--- src/sv/bsa_pkg.sv ---
// Shared widths, codes and defaults for the bitmap slab allocator.
package bsa_pkg;

	// Field widths of the channels
	localparam int OFFSET_W = 15;
	localparam int FREED_W  = 12;
	localparam int SIZE_W   = 4;
	localparam int BYTE_W   = 8;

	// Default bucket geometry
	localparam int BUCKET_BYTES_DEF      = 8192;
	localparam int MAX_ENTRY_LOG2_DEF    = 11;
	localparam int LARGE_ENTRY_COUNT_DEF = 16;

	// Size limits and map constants
	localparam int MIN_ENTRY_LOG2   = 3;
	localparam int SMALL_LIMIT_LOG2 = 8;
	localparam logic [BYTE_W-1:0] FULL_BYTE = 8'hFF;

	// Command codes
	localparam logic CMD_ALLOC = 1'b0;
	localparam logic CMD_FREE  = 1'b1;

endpackage

--- src/sv/bsa_ifs.sv ---
// Handshake channels of the bitmap slab allocator: request, response, size write.

interface bsa_req_if
	import bsa_pkg::*;
	();
	logic                valid;
	logic                ready;
	logic                command;
	logic [OFFSET_W-1:0] free_offset;

	modport source (output valid, output command, output free_offset, input ready);
	modport sink   (input valid, input command, input free_offset, output ready);
endinterface

interface bsa_rsp_if
	import bsa_pkg::*;
	();
	logic                valid;
	logic                ready;
	logic                ok;
	logic [OFFSET_W-1:0] entry_offset;
	logic [FREED_W-1:0]  freed_bytes;

	modport source (output valid, output ok, output entry_offset, output freed_bytes,
		input ready);
	modport sink   (input valid, input ok, input entry_offset, input freed_bytes,
		output ready);
endinterface

interface bsa_cfg_if
	import bsa_pkg::*;
	();
	logic              valid;
	logic              ready;
	logic [SIZE_W-1:0] entry_size_log2;

	modport source (output valid, output entry_size_log2, input ready);
	modport sink   (input valid, input entry_size_log2, output ready);
endinterface

--- src/sv/bitmap_slab_allocator.sv ---
// Top level of the bitmap slab allocator: occupancy map memory and its sequencer.
//
//  channel | dir | beat carries                               | accepted when
//  --------+-----+--------------------------------------------+-------------------
//  req     | in  | command, free_offset                       | req.valid & ready
//  rsp     | out | ok, entry_offset, freed_bytes              | rsp.valid & ready
//  cfg     | in  | entry_size_log2 (write clears the map)     | cfg.valid & ready
//
// Allocate walks the map memory one byte per cycle with one read in flight,
// stopping at the first byte with a clear bit or at the end of the bytes in use.
// An in-range free reads its map byte and then writes it back with the bit
// cleared; a free past the content goes straight to the response. Reset and a
// size write clear the per-byte valid flags at once; no sweep.
// A finished response waits in the output register while the next request is taken.
module bitmap_slab_allocator
	import bsa_pkg::*;
#(
	parameter int BUCKET_BYTES      = BUCKET_BYTES_DEF,
	parameter int MAX_ENTRY_LOG2    = MAX_ENTRY_LOG2_DEF,
	parameter int LARGE_ENTRY_COUNT = LARGE_ENTRY_COUNT_DEF
) (
	input  logic  clk,
	input  logic  arst_n,
	bsa_req_if.sink   req,
	bsa_rsp_if.source rsp,
	bsa_cfg_if.sink   cfg
);

	localparam int MAP_DEPTH = BUCKET_BYTES / 64;
	localparam int ADDR_W    = $clog2(MAP_DEPTH);
	localparam int NB_W      = $clog2(MAP_DEPTH + 1);
	localparam int LG_W      = $clog2(MAX_ENTRY_LOG2 + 1);
	localparam int ENT_W     = ADDR_W + 3;
	localparam int BKT_W     = $clog2(BUCKET_BYTES + 1);
	localparam int LARGE_MAP = (LARGE_ENTRY_COUNT / 8 > MAP_DEPTH) ? MAP_DEPTH
		: LARGE_ENTRY_COUNT / 8;
	localparam int CMP_W     = (OFFSET_W > NB_W + 3) ? OFFSET_W : NB_W + 3;
	localparam int SHF_W     = (ENT_W + MAX_ENTRY_LOG2 > OFFSET_W)
		? ENT_W + MAX_ENTRY_LOG2 : OFFSET_W;

	localparam logic [2:0] ST_IDLE = 3'd0;
	localparam logic [2:0] ST_SCAN = 3'd1;
	localparam logic [2:0] ST_FRD  = 3'd2;
	localparam logic [2:0] ST_FWR  = 3'd3;
	localparam logic [2:0] ST_OUT  = 3'd4;

	// Occupancy map storage
	logic [BYTE_W-1:0] map_mem [MAP_DEPTH];
	logic [MAP_DEPTH-1:0] vld_q;

	logic [2:0]          state_q;
	logic [SIZE_W-1:0]   size_q;
	logic [NB_W-1:0]     scan_q;
	logic [ADDR_W-1:0]   addr_s1;
	logic                pend_s1;
	logic [BYTE_W-1:0]   rd_data_s1;
	logic [ADDR_W-1:0]   fr_addr_q;
	logic [2:0]          fr_bit_q;
	logic                res_ok_q;
	logic [OFFSET_W-1:0] res_off_q;
	logic [FREED_W-1:0]  res_freed_q;
	logic                out_valid_q;
	logic                out_ok_q;
	logic [OFFSET_W-1:0] out_off_q;
	logic [FREED_W-1:0]  out_freed_q;

	logic [LG_W-1:0]     eff_lg;
	logic [LG_W:0]       small_shift;
	logic [BKT_W-1:0]    small_cnt;
	logic [NB_W-1:0]     nbytes;
	logic [OFFSET_W-1:0] fr_idx;
	logic                fr_in_range;
	logic [BYTE_W-1:0]   cur_byte;
	logic                cur_hit;
	logic [2:0]          cur_bit;
	logic [SHF_W-1:0]    alloc_shf;
	logic                rd_en;
	logic [ADDR_W-1:0]   rd_addr;
	logic                wr_en;
	logic [ADDR_W-1:0]   wr_addr;
	logic [BYTE_W-1:0]   wr_data;
	logic                req_beat;
	logic                out_free;

	// Saturate the size register into the supported range
	always_comb begin
		if (LG_W'(size_q) < LG_W'(MIN_ENTRY_LOG2)) begin
			eff_lg = LG_W'(MIN_ENTRY_LOG2);
		end else if (LG_W'(size_q) > LG_W'(MAX_ENTRY_LOG2)) begin
			eff_lg = LG_W'(MAX_ENTRY_LOG2);
		end else begin
			eff_lg = LG_W'(size_q);
		end
	end

	// Map bytes in use for the current entry size
	assign small_shift = (LG_W + 1)'(eff_lg) + (LG_W + 1)'(3);
	assign small_cnt   = BKT_W'(BUCKET_BYTES) >> small_shift;
	assign nbytes      = (eff_lg <= LG_W'(SMALL_LIMIT_LOG2))
		? ((small_cnt > BKT_W'(MAP_DEPTH)) ? NB_W'(MAP_DEPTH) : NB_W'(small_cnt))
		: NB_W'(LARGE_MAP);

	// Free offset to entry index and range check
	assign fr_idx      = req.free_offset >> eff_lg;
	assign fr_in_range = CMP_W'(fr_idx) < (CMP_W'(nbytes) << 3);

	// Byte coming back from the map; never-written bytes read as empty
	assign cur_byte = vld_q[addr_s1] ? rd_data_s1 : '0;
	assign cur_hit  = pend_s1 && (cur_byte != FULL_BYTE);

	// Lowest clear bit of the byte under test
	always_comb begin
		cur_bit = 3'd7;
		for (int i = 7; i >= 0; i--) begin
			if (!cur_byte[i]) begin
				cur_bit = 3'(i);
			end
		end
	end

	assign alloc_shf = SHF_W'({addr_s1, cur_bit}) << eff_lg;

	assign req_beat = req.valid && req.ready;
	assign out_free = !out_valid_q || rsp.ready;
	assign req.ready = (state_q == ST_IDLE);
	assign cfg.ready = 1'b1;

	// Memory port control
	always_comb begin
		rd_en   = 1'b0;
		rd_addr = fr_addr_q;
		wr_en   = 1'b0;
		wr_addr = fr_addr_q;
		wr_data = rd_data_s1 & ~(BYTE_W'(1) << fr_bit_q);
		case (state_q)
			ST_SCAN: begin
				if (cur_hit) begin
					wr_en   = 1'b1;
					wr_addr = addr_s1;
					wr_data = cur_byte | (BYTE_W'(1) << cur_bit);
				end else if (scan_q != nbytes) begin
					rd_en   = 1'b1;
					rd_addr = scan_q[ADDR_W-1:0];
				end
			end
			ST_FRD: begin
				rd_en = 1'b1;
			end
			ST_FWR: begin
				wr_en   = 1'b1;
				wr_data = (vld_q[fr_addr_q] ? rd_data_s1 : '0) & ~(BYTE_W'(1) << fr_bit_q);
			end
			default: begin
			end
		endcase
	end

	// Map memory: one write and one registered read per cycle
	always_ff @(posedge clk) begin
		if (wr_en) begin
			map_mem[wr_addr] <= wr_data;
		end
		if (rd_en) begin
			rd_data_s1 <= map_mem[rd_addr];
		end
	end

	// Sequencer, valid flags and size register
	always_ff @(posedge clk or negedge arst_n) begin
		if (!arst_n) begin
			state_q <= ST_IDLE;
			size_q  <= SIZE_W'(MIN_ENTRY_LOG2);
			vld_q   <= '0;
			scan_q  <= '0;
			pend_s1 <= 1'b0;
		end else begin
			if (cfg.valid && cfg.ready) begin
				size_q <= cfg.entry_size_log2;
				vld_q  <= '0;
			end else if (wr_en) begin
				vld_q[wr_addr] <= 1'b1;
			end
			case (state_q)
				ST_IDLE: begin
					if (req_beat) begin
						scan_q  <= '0;
						pend_s1 <= 1'b0;
						if (req.command == CMD_ALLOC) begin
							state_q <= ST_SCAN;
						end else if (fr_in_range) begin
							state_q <= ST_FRD;
						end else begin
							state_q <= ST_OUT;
						end
					end
				end
				ST_SCAN: begin
					if (cur_hit || scan_q == nbytes) begin
						state_q <= ST_OUT;
						pend_s1 <= 1'b0;
					end else begin
						scan_q  <= scan_q + NB_W'(1);
						pend_s1 <= 1'b1;
					end
				end
				ST_FRD: begin
					state_q <= ST_FWR;
				end
				ST_FWR: begin
					state_q <= ST_OUT;
				end
				ST_OUT: begin
					if (out_free) begin
						state_q <= ST_IDLE;
					end
				end
				default: begin
					state_q <= ST_IDLE;
				end
			endcase
		end
	end

	// Track the address of the read in flight
	always_ff @(posedge clk) begin
		if (rd_en) begin
			addr_s1 <= rd_addr;
		end
	end

	// Capture free target and build the pending result
	always_ff @(posedge clk) begin
		if (state_q == ST_IDLE && req_beat) begin
			fr_addr_q   <= fr_idx[ENT_W-1:3];
			fr_bit_q    <= fr_idx[2:0];
			res_off_q   <= '0;
			if (req.command == CMD_FREE && fr_in_range) begin
				res_ok_q    <= 1'b1;
				res_freed_q <= FREED_W'(1) << eff_lg;
			end else begin
				res_ok_q    <= 1'b0;
				res_freed_q <= '0;
			end
		end else if (state_q == ST_SCAN && cur_hit) begin
			res_ok_q  <= 1'b1;
			res_off_q <= alloc_shf[OFFSET_W-1:0];
		end
	end

	// Output register: load from pending result, drop on response beat
	always_ff @(posedge clk or negedge arst_n) begin
		if (!arst_n) begin
			out_valid_q <= 1'b0;
		end else if (state_q == ST_OUT && out_free) begin
			out_valid_q <= 1'b1;
		end else if (rsp.ready) begin
			out_valid_q <= 1'b0;
		end
	end

	always_ff @(posedge clk) begin
		if (state_q == ST_OUT && out_free) begin
			out_ok_q    <= res_ok_q;
			out_off_q   <= res_off_q;
			out_freed_q <= res_freed_q;
		end
	end

	assign rsp.valid        = out_valid_q;
	assign rsp.ok           = out_ok_q;
	assign rsp.entry_offset = out_off_q;
	assign rsp.freed_bytes  = out_freed_q;

endmodule

--- src/flat_wrapper.sv ---
// flat-port wrapper written by rule: the top's interface ports become plain ports
module bitmap_slab_allocator_flat import bsa_pkg::*;
#(
	parameter int BUCKET_BYTES      = BUCKET_BYTES_DEF,
	parameter int MAX_ENTRY_LOG2    = MAX_ENTRY_LOG2_DEF,
	parameter int LARGE_ENTRY_COUNT = LARGE_ENTRY_COUNT_DEF
)
  (clk, arst_n, req_valid, req_command, req_free_offset, req_ready, rsp_valid, rsp_ok, rsp_entry_offset, rsp_freed_bytes, rsp_ready, cfg_valid, cfg_entry_size_log2, cfg_ready);
  bsa_req_if req_i ();
  bsa_rsp_if rsp_i ();
  bsa_cfg_if cfg_i ();
  input  logic clk;
  input  logic arst_n;
  input wire logic [$bits(req_i.valid)-1:0] req_valid;
  input wire logic [$bits(req_i.command)-1:0] req_command;
  input wire logic [$bits(req_i.free_offset)-1:0] req_free_offset;
  output wire logic [$bits(req_i.ready)-1:0] req_ready;
  output wire logic [$bits(rsp_i.valid)-1:0] rsp_valid;
  output wire logic [$bits(rsp_i.ok)-1:0] rsp_ok;
  output wire logic [$bits(rsp_i.entry_offset)-1:0] rsp_entry_offset;
  output wire logic [$bits(rsp_i.freed_bytes)-1:0] rsp_freed_bytes;
  input wire logic [$bits(rsp_i.ready)-1:0] rsp_ready;
  input wire logic [$bits(cfg_i.valid)-1:0] cfg_valid;
  input wire logic [$bits(cfg_i.entry_size_log2)-1:0] cfg_entry_size_log2;
  output wire logic [$bits(cfg_i.ready)-1:0] cfg_ready;
  assign req_i.valid = req_valid;
  assign req_i.command = req_command;
  assign req_i.free_offset = req_free_offset;
  assign req_ready = req_i.ready;
  assign rsp_valid = rsp_i.valid;
  assign rsp_ok = rsp_i.ok;
  assign rsp_entry_offset = rsp_i.entry_offset;
  assign rsp_freed_bytes = rsp_i.freed_bytes;
  assign rsp_i.ready = rsp_ready;
  assign cfg_i.valid = cfg_valid;
  assign cfg_i.entry_size_log2 = cfg_entry_size_log2;
  assign cfg_ready = cfg_i.ready;
  bitmap_slab_allocator #(.BUCKET_BYTES(BUCKET_BYTES), .MAX_ENTRY_LOG2(MAX_ENTRY_LOG2), .LARGE_ENTRY_COUNT(LARGE_ENTRY_COUNT)) u_core (.clk(clk), .arst_n(arst_n), .req(req_i), .rsp(rsp_i), .cfg(cfg_i));
endmodule
--- config.mk ---
export PLATFORM = sky130hd
export DESIGN_NAME = bitmap_slab_allocator_flat
export DESIGN_NICKNAME = d
export VERILOG_FILES = /design/src/sv/bsa_pkg.sv /design/src/sv/bsa_ifs.sv /design/src/sv/bitmap_slab_allocator.sv /design/src/flat_wrapper.sv
export SDC_FILE = /design/constraint.sdc
export NUM_CORES = 2
export LEC_CHECK = 0
export ABC_AREA = 0
export BUFFER_PORTS_ARGS = -buffer_cell sky130_fd_sc_hd__buf_4
export CAP_MARGIN = 30
export CORE_UTILIZATION = 40
export CTS_CLUSTER_SIZE = 16
export DETAILED_ROUTE_END_ITERATION = 6
export PLACE_DENSITY = 0.6
export SETUP_SLACK_MARGIN = 0.5
export SYNTH_ARGS = -nofsm -noshare
export SYNTH_HDL_FRONTEND = slang
export SYNTH_SLANG_ARGS = --single-unit
--- constraint.sdc ---
create_clock -name clk -period 11.3 [get_ports clk]
set_input_delay 2.825 -clock clk [delete_from_list [all_inputs] [get_ports clk]]
set_output_delay 2.825 -clock clk [all_outputs]
set_load 0.01 [all_outputs]
==> metrics.cfg <==
[logic_synthesis]
synth_simple_gate_area_frac = 0.101
yosys_warnings = 0
synth_cell_types = 104
syn_area_sq_um = 54800
synth.top_cell.area_share = 0.597
ys_top_cells_by_area = edfxtp_1, dfrtp_1, mux2i_1, nor2_1, nand2_1
synth_top_family_by_area = compound AO/OA/AOI/OAI gates
ys_seq_area_frac = 0.669
synth_edf_count = 1090
async_flop_share = 0.116
synth_cells = 4164
synth_compound_area_frac = 0.112
synth-seq-cells = 1250
synthMuxAreaShare = 0.0872
yosysTopAreaCell = edfxtp_1
synth_ff_type = edfxtp_1
avgSynthCellArea_sq_um = 13.2
synth-adder-area-share = 0.00183
synth-xor-area-share = 0.00173

[sta]
tightestPinTransition_ns = 1.10
min_period_over_period = 0.716
final.min_clock_period_ns = 8.10
rsz0062_at_grt = false
setup_viol = 0
timing_hold_violations_final = 0
finClkSkew_ns = 0.0386
slew_violations = 0
max_freq_ghz = 0.124
relSlewSlack = 0.260
tns_ns = 0

[power_and_ir_drop]
ir_worst_vdd_mv = 0.255
p_per_area_nw_per_um2 = 292
p_leak_nw = 21.8

[finish]
register_area_sq_um = 36700
mostFrequentLayoutCell = edfxtp_1
stdcell_area_sq_um = 62400
mostFrequentLayoutCells = edfxtp_1, nor2_1, nand2_1
num-nets-final = 4278
drive_gt1_frac = 0.134
fillCellCount = 12000
area_growth_pct = 13.8
multi_input_area_sq_um = 16900

[clocking]
cts_tree = done
clk_latency_ns = 0.78
clock-sinks = 1250
h-tree-depth = 4
path_clk_slew_ns = 0.06
cts_buffers = 135
cts_setup_buffers = 0
cts_hold_buffers = 0
cts_root_buffer = clkbuf_16
clockBufferDepth = 3
cts-resized-gates = 0

[die]
dieArea_sq_um = 139000
initial_utilization = 0.404
rows = 135
core_sq_um = 136000
die_x_microns = 372
io_pins = 56
chipHeight_microns = 372

[setup_path]
crit_type = reg2reg
critPathRequiredTime_ns = 11.93
start_kind = flip-flop
path_max_fanout = 78
worstPathArrival_ns = 8.73
end_kind = flip-flop

[detailed_routing]
drt-initial-drc-count = 5533
route.detailed.drc = 0
drt-wirelength-per-cell_microns = 30.9
postRouteAntennaNets = 0
vias_per_cell = 6.32
drt_wl_total_microns = 189000
drt_first_pass_iters = 5
via_count = 38800

[place]
port-buffer-count = 54
dp_hpwl_microns = 118000
place_congestion = 0.939
place_area_sq_um = 57900

[global_route]
track_usage = 0.271
grt.overflow.total = 0
antenna_found_initial = 11
grt_pass1_wl_microns = 269000
grt_max_degree = 109
grt_pass1_vias = 36500

[run_status]
status = completed

[run]
cap_violations = 0

[hold_path]
worstHoldPathType = reg2reg

-- cells in the mapped netlist (10+ instances only) --
master    number
a211o_1       10
a211oi_1     170
a21oi_1      193
a221o_1       11
a221oi_1      19
a22o_1        18
a22oi_1       50
a311oi_1      13
a31oi_1       66
a32oi_1       10
and2_1        12
and3_1        83
buf_1         21
buf_2        112
buf_4         23
buf_6         10
clkbuf_1     125
dfrtp_1      143
dfxtp_1       15
edfxtp_1    1090
inv_1         17
mux2_2        26
mux2i_1      333
mux4_2        48
nand2_1      454
nand2b_1      17
nand3_1      121
nand3b_1      10
nor2_1       467
nor2b_1       16
nor3_1        36
nor4_1        15
o211ai_1      19
o21ai_0      102
o221ai_1      23
o22ai_1       82
o31ai_1       12
-- through the flow --
stage | hold slack [ns] | util | instances | setup slack, ns | power [W]
3_5_place_dp | 0.405 | 0.426 | 5881 | 3.33 | 0.0137
3_3_place_gp | 0.403 | 0.421 | 5809 | 3.10 | 0.0135
2_1_floorplan | 0.400 | - | 4166 | 2.91 | 0.0105
5_1_grt | 0.414 | 0.459 | 6136 | 2.91 | 0.0187
6_report | 0.417 | 0.459 | 6138 | 3.20 | 0.0182
4_1_cts | 0.413 | 0.459 | 6128 | 3.26 | 0.0181
-- layer usage --
layer | global-route usage | wire length [microns] | up-vias
li1 | - | - | 16100
met1 | 0.369 | 73600 | 19600
met2 | 0.410 | 84500 | 2566
met3 | 0.0684 | 22600 | 455
met4 | 0.115 | 8610 | 10
met5 | 0 | 72 | -
-- cell families after synthesis --
kind of cell               Yosys count
adders and majority gates            8
xor gates and xnor gates            10
DFF                               1250
buffers and inverters              316
muxes                              411
other                                2
and+or+nand+nor                   1272
AOI/OAI and AO/OA                  895
-- registers in the layout, indices dropped and copies added, names as in the netlist, 3 cells and up --
name	count
u_core.rsp.entry_offset	15
u_core.size_q	4
u_core.scan_q	8
u_core.rsp.freed_bytes	12
u_core.res_off_q	15
u_core.fr_addr_q	7
u_core.fr_bit_q	3
u_core.state_q	3
u_core.res_freed_q	12
u_core.vld_q	128
u_core.map_mem	1024
u_core.addr_s1	7
u_core.rd_data_s1	8
-- critical path, cell delays in order, from the launching register on --
cell	delay, ns
dfrtp_1	0.59
buf_4	0.33
or4b_4	0.60
xnor2_2	0.17
a2111oi_4	0.55
a21oi_4	0.10
buf_4	0.41
nand2_2	0.72
buf_4	0.61
nand2_1	0.18
mux2i_4	0.27
nor2_4	0.16
inv_8	0.45
buf_4	0.63
nand2_1	0.49
o22ai_1	0.38
o41ai_1	0.20
buf_2	0.21
nor3_1	0.64
o32a_1	0.23
-- final cells by class --
| class | instances | area share |
|---|---|---|
| Clock buffer | 183 | 0.0607 |
| Timing Repair Buffer | 236 | 0.0331 |
| Clock inverter | 64 | 0.00967 |
| Inverter | 22 | 0.00160 |
| Sequential cell | 1250 | 0.588 |
| Tap cell | 1781 | 0.0357 |
| Multi-Input combinational cell | 2600 | 0.271 |
| Antenna cell | 2 | 0.0000802 |
-- final timing paths --
path                                         from                         end  slack (ns)  cells past startpoint
min                        u_core.res_freed_q[10]  u_core.rsp.freed_bytes[10]        0.42                      0
max in group asynchronous                  arst_n            u_core.scan_q[0]        7.61                      2
max reg2reg                      u_core.size_q[3]        u_core.rd_data_s1[1]        3.20                     19
min reg2reg                u_core.res_freed_q[10]  u_core.rsp.freed_bytes[10]        0.42                      0
max                              u_core.size_q[3]        u_core.rd_data_s1[1]        3.20                     19
min in group asynchronous                  arst_n           u_core.vld_q[116]        2.15                      1
-- power by group --
group          total, W  internal, W  switching (W)
combinational   0.00760      0.00196        0.00565
clock           0.00442      0.00256        0.00186
sequential      0.00621      0.00599       0.000222
total            0.0182       0.0105        0.00772
Power figures use the tool's default switching activity.
